<file path="src/rtl/core/i8dq_pkg.sv">
// Package for the int8 group dequantizer: constants, the per-lane product function and the bfloat16 rounding function.
package i8dq_pkg;

  localparam int unsigned LANES = 4;

  localparam logic [31:0] F32_QNAN = 32'h7FC0_0000;
  localparam logic [7:0]  F32_EXP_INF = 8'hFF;

  // Binary32 bits of code * binary16 scale (exact).
  function automatic logic [31:0] lane_product(input logic [7:0] code, input logic [15:0] scale);
    logic        ssign;
    logic [4:0]  sexp;
    logic [9:0]  sman;
    logic        cneg;
    logic [7:0]  cmag;
    logic        rsign;
    logic [10:0] sig;
    logic [7:0]  ebase;
    logic [17:0] prod;
    logic [4:0]  p;
    logic [7:0]  bexp;
    logic [40:0] shifted;
    logic [31:0] res;
    ssign = scale[15];
    sexp  = scale[14:10];
    sman  = scale[9:0];
    cneg  = code[7];
    cmag  = cneg ? (8'd0 - code) : code;
    rsign = ssign ^ cneg;
    // Significand and biased exponent of prod bit 0: e2 + 127.
    if (sexp == 5'd0) begin
      sig   = {1'b0, sman};
      ebase = 8'd103;
    end else begin
      sig   = {1'b1, sman};
      ebase = 8'd102 + {3'd0, sexp};
    end
    prod = {10'd0, cmag} * {7'd0, sig};
    p = 5'd0;
    for (int i = 1; i < 18; i++) begin
      if (prod[i]) p = 5'(i);
    end
    bexp    = ebase + {3'd0, p};
    shifted = {23'd0, prod} << (5'd23 - p);
    if (sexp == 5'h1F) begin
      if (sman != 10'd0)
        res = {ssign, F32_EXP_INF, 1'b1, sman[8:0], 13'd0} | {22'd0, sman[9], 9'd0} << 13;
      else if (cmag == 8'd0)
        res = F32_QNAN;
      else
        res = {rsign, F32_EXP_INF, 23'd0};
    end else if (cmag == 8'd0) begin
      res = {ssign, 31'd0};
    end else if (sexp == 5'd0 && sman == 10'd0) begin
      res = {rsign, 31'd0};
    end else begin
      res = {rsign, bexp, shifted[22:0]};
    end
    return res;
  endfunction

  // Round a binary32 word to bfloat16, nearest even, no NaN special case.
  function automatic logic [15:0] rne_bf16(input logic [31:0] w);
    logic [31:0] s;
    s = w + 32'h0000_7FFF + {31'd0, w[16]};
    return s[31:16];
  endfunction

endpackage

</file>
<file path="src/rtl/core/int8_group_dequant_to_bf16_unit.sv">
// Top level: int8 group dequantizer, four codes times binary16 scale to bfloat16.
// Path: an accepted beat is held in the input register, then in the result register, which drives out_valid.
// Throughput: one beat per cycle; busy is tied low, no stall path.
// The datapath is a single registered pass: input register, per-lane
// multiply/normalize/round logic, result register.
// Reset (rst_n, synchronous, active low) clears the input and output valid flags.
module int8_group_dequant_to_bf16_unit
  import i8dq_pkg::*;
(
  input  logic              clk,
  input  logic              rst_n,
  input  logic              start,
  output logic              busy,
  input  logic signed [7:0] in_code_a,
  input  logic signed [7:0] in_code_b,
  input  logic signed [7:0] in_code_c,
  input  logic signed [7:0] in_code_d,
  input  logic [15:0]       in_group_scale,
  output logic              out_valid,
  output logic [15:0]       out_weight_a,
  output logic [15:0]       out_weight_b,
  output logic [15:0]       out_weight_c,
  output logic [15:0]       out_weight_d
);

  // Input stage
  logic        in_vld_r;
  logic [7:0]  code_r [LANES];
  logic [15:0] scale_r;
  // Result stage
  logic        out_vld_r;
  logic [15:0] wt_r [LANES];
  logic [15:0] wt_nxt [LANES];

  assign busy = 1'b0;

  always_ff @(posedge clk) begin
    if (!rst_n) begin
      in_vld_r  <= 1'b0;
      out_vld_r <= 1'b0;
    end else begin
      in_vld_r  <= start;
      out_vld_r <= in_vld_r;
    end
  end

  always_ff @(posedge clk) begin
    if (start) begin
      code_r[0] <= in_code_a;
      code_r[1] <= in_code_b;
      code_r[2] <= in_code_c;
      code_r[3] <= in_code_d;
      scale_r   <= in_group_scale;
    end
    if (in_vld_r) wt_r <= wt_nxt;
  end

  // One product and round per lane
  always_comb begin
    for (int l = 0; l < LANES; l++) begin
      wt_nxt[l] = rne_bf16(lane_product(code_r[l], scale_r));
    end
  end

  assign out_valid    = out_vld_r;
  assign out_weight_a = wt_r[0];
  assign out_weight_b = wt_r[1];
  assign out_weight_c = wt_r[2];
  assign out_weight_d = wt_r[3];

endmodule

</file>
<file path="config.mk">
export PLATFORM = sky130hd
export DESIGN_NAME = int8_group_dequant_to_bf16_unit
export DESIGN_NICKNAME = d
export VERILOG_FILES = /design/src/rtl/core/i8dq_pkg.sv /design/src/rtl/core/int8_group_dequant_to_bf16_unit.sv
export SDC_FILE = /design/constraint.sdc
export NUM_CORES = 1
export LEC_CHECK = 0
export ABC_AREA = 1
export ABC_CLOCK_PERIOD_IN_PS = 15300
export BUFFER_PORTS_ARGS = -buffer_cell sky130_fd_sc_hd__buf_2
export CELL_PAD_IN_SITES_DETAIL_PLACEMENT = 2
export CELL_PAD_IN_SITES_GLOBAL_PLACEMENT = 2
export CORE_ASPECT_RATIO = 1.2
export CORE_MARGIN = 2
export CORE_UTILIZATION = 40
export CTS_BUF_LIST = sky130_fd_sc_hd__clkbuf_16
export CTS_CLUSTER_SIZE = 12
export DETAILED_ROUTE_END_ITERATION = 10
export HOLD_SLACK_MARGIN = 0.12
export PLACE_DENSITY_LB_ADDON = 0.1
export SLEW_MARGIN = 30
export SYNTH_ARGS = -nofsm -noshare
export SYNTH_HDL_FRONTEND = slang
export SYNTH_SLANG_ARGS = --single-unit
</file>
<file path="constraint.sdc">
create_clock -name clk -period 15.3 [get_ports clk]
set_clock_uncertainty 0.05 [all_clocks]
set_input_delay 0 -clock clk [delete_from_list [all_inputs] [get_ports clk]]
set_output_delay 0 -clock clk [all_outputs]
set_load 0.005 [all_outputs]
</file>
==> run summary <==
Result of the run = complete, no violations
Number of vias per cell = 5.72
Worst Max-Slew Pin Slew = 1.05 ns
Post-CTS sizing = 0
Element type at the critical path end = flop
Leading cell types by total area after synthesis = fa_1 (18%), nand2_1 (14%), edfxtp_1 (14%)
Number of nets in the synthesized netlist = 3910
Period utilization = 70.8%
Total clock sinks = 114
X dimension of the die = 226 microns
Detailed-route via count = 25149
Clock root buffer master = clkbuf_16
Req. time, crit path = 15.47 ns
Floorplan die area = 61100 sq um
Launch point of the worst hold path = in_code_b[0]
CTS buffer count = 17
Final wirelength = 117 mm
Final weighted congestion of routability-driven global placement = 0.917
F_max = 0.0923 GHz
Sequential share of the synthesized area = 14.4%
Share of flip-flops with an asynchronous set or reset = 0%
Maximum number of pins on one net before global-route repair = 70
Cell with the largest stage delay on the worst path = edfxtp_1
Per-instance average area after synthesis = 6.82 sq um
Initial antenna violation count = 8
Syn-to-layout area delta = 10.0%
Critical path launch point = code_r[1][0]
Final hold vios = 0
Sum of overflow across all layers after global routing = 0
Leading post-synthesis cells by instance count = nand2_1 (910), inv_1 (604), nand3_1 (405)
Number of search-and-repair iterations in the first detailed-routing pass = 5
Most Frequent Cell on Critical Path = inv_1
Final TNS setup = 0 ns
Longest Clk Path Bufs = 2
CTS H-tree depth = 4
Clock-pin slew on the worst setup and hold paths = 0.09 ns
Effective utilization at floorplan = 40.4%
Count of flip-flops with a built-in enable after synthesis = 112
Die Span Y = 270 microns
Top-count cell post-synth = nand2_1
Register-to-register path setup slack = 4.47 ns
Cell Rows = 97
Min-Delay Path Depth = 2
Gate count of the mapped netlist = 3470
Crit Reg-Reg Endpoint = out_weight_b[14]
Register bit count reported by yosys = 114
Type of origin of the critical path = flop
Drt wl/cell = 26.6 microns
Global router's overall resource usage = 38.5%
Core region area = 58500 sq um
Clock period minus final worst setup slack = 10.83 ns
Pins Over Slew Limit = 0
Largest stage delay on the critical path = 0.86 ns
Worst path arrival time = 11.00 ns
Port Buf Inserts = 115
Total half-perimeter wirelength after legalization and detailed placement = 78.6 mm
Worst-case reg-to-reg path depth = 43
Antenna-violating nets left = 0
Crit Reg-Reg Startpoint = code_r[1][0]
Max Cap Viol = 0
Ys Warns = 0
Global-route wire length before repair = 178 mm
TritonCTS clock tree = built
Largest fanout of any net on the critical path = 22
Primary flip-flop cell chosen by synthesis mapping = edfxtp_1
Final setup fails = 0
Final layout net count = 4029
Cell type with the highest aggregate area in the netlist = fa_1
Worst min-delay path endpoint = code_r[1][0]
Count of distinct cell types in the synthesized netlist = 70
Setup CP Type = flop to flop
Share of the synthesized area in the top cell type = 18.3%
Skew-Pair Late Insertion Delay = 0.51 ns
Via count of the first global-routing pass = 29260
RSZ-0062 raised after global routing = false
Layout cell share with drive strength beyond 1 = 10.1%
HP Class = primary input to flop
Cell Area, Synth = 23700 sq um
DRC violations left = 0
Ports placed on the boundary = 117
Normalized max-slew margin = 29.8%
Iteration-0 DRC count of the detailed router = 1465
## cells in the final DEF, fill, tap and decap left out, types with 26 or more instances in the layout
| cell type | count |
|---|---|
| a21oi_1 | 113 |
| buf_2 | 115 |
| dlygate4sd3_1 | 50 |
| edfxtp_1 | 112 |
| fa_1 | 216 |
| ha_1 | 173 |
| inv_1 | 604 |
| inv_2 | 35 |
| nand2_1 | 910 |
| nand2_2 | 43 |
| nand3_1 | 404 |
| nand4_1 | 26 |
| nor2_1 | 352 |
| o21ai_0 | 56 |
| xnor2_1 | 26 |
| xor2_1 | 48 |
## how the worst max path moves through the flow
| stage | endpoint | depth (start not counted) |
|---|---|---|
| after detailed placement | out_weight_b[14] | 43 |
| after global placement | out_weight_c[14] | 46 |
| final | out_weight_b[14] | 43 |
| after global routing | out_weight_b[14] | 43 |
| after CTS | out_weight_b[14] | 43 |
| after floorplan | out_weight_c[14] | 48 |
## stage by stage
step / hold WS [ns] / cell area [sq um] / setup slack (ns) / std cells / utilization [%]
after floorplan: 0.0435 / 23700 / 7.34 / 3470 / -
after global placement: 0.126 / 24900 / 6.03 / 4312 / 42.6
after detailed placement: 0.129 / 24900 / 5.24 / 4312 / 42.6
after CTS: 0.142 / 26000 / 5.02 / 4393 / 44.5
after global routing: 0.177 / 26000 / 3.93 / 4397 / 44.5
final: 0.177 / 26000 / 4.47 / 4397 / 44.5
## logic make-up after synthesis
| kind of cell | count (synthesis) | share of synthesized area (%) |
|---|---|---|
| AND/OR/NAND/NOR | 1883 | 35.6 |
| buffers and inverters | 748 | 12.5 |
| adder cells (fa/ha/maj) | 389 | 27.4 |
| AO/OA/AOI/OAI | 250 | 6.49 |
| flip-flops | 114 | 14.4 |
| XOR/XNOR | 85 | 3.59 |
| other | 1 | 0.0158 |
## what timing repair did
| action | CTS | global route |
|---|---|---|
| buffers inserted | 0 | 0 |
| endpoints found under the setup margin | 0 | 0 |
| hold endpoints to repair | 58 | 0 |
| hold buffers | 50 | 0 |
## layout make-up
cell class	instances	area, sq um
diodes	4	10.0
repair buffers	183	1210
clock buffers	17	425
clock inverters	14	188
well taps	792	991
flip-flops and latches	114	3400
fillers	7089	32500
inverters	665	2510
multi-input cells	2608	17300
## worst max-delay path, delay by kind of cell (launching register included)
kind / cells / cell delay (ns)
adders and majority gates: 7 / 2.59
xor gates and xnor gates: 3 / 0.56
DFF: 1 / 0.86
and+or+nand+nor: 13 / 2.30
buffers and inverters: 12 / 1.89
AOI/OAI and AO/OA: 8 / 2.28
## per-layer routing
layer | share of wire, % | track usage [%] | vias to the layer above
met5 | 0.016 | 0 | -
li1 | - | - | 11049
met3 | 5.1 | 6.51 | 527
met2 | 49 | 67.6 | 986
met1 | 38 | 41.7 | 12583
met4 | 8.0 | 27.6 | 4
## sequential cells by signal, summed over array words and instances, names as in the netlist
| name | flops |
|---|---|
| code_r | 32 |
| in_vld_r | 1 |
| out_valid | 1 |
| out_weight_a | 16 |
| out_weight_b | 16 |
| out_weight_c | 16 |
| out_weight_d | 16 |
| scale_r | 16 |
Power is left out: the tool's default activity adds up to more than one toggle a clock period on the data nets, which glitch-free logic cannot reach.
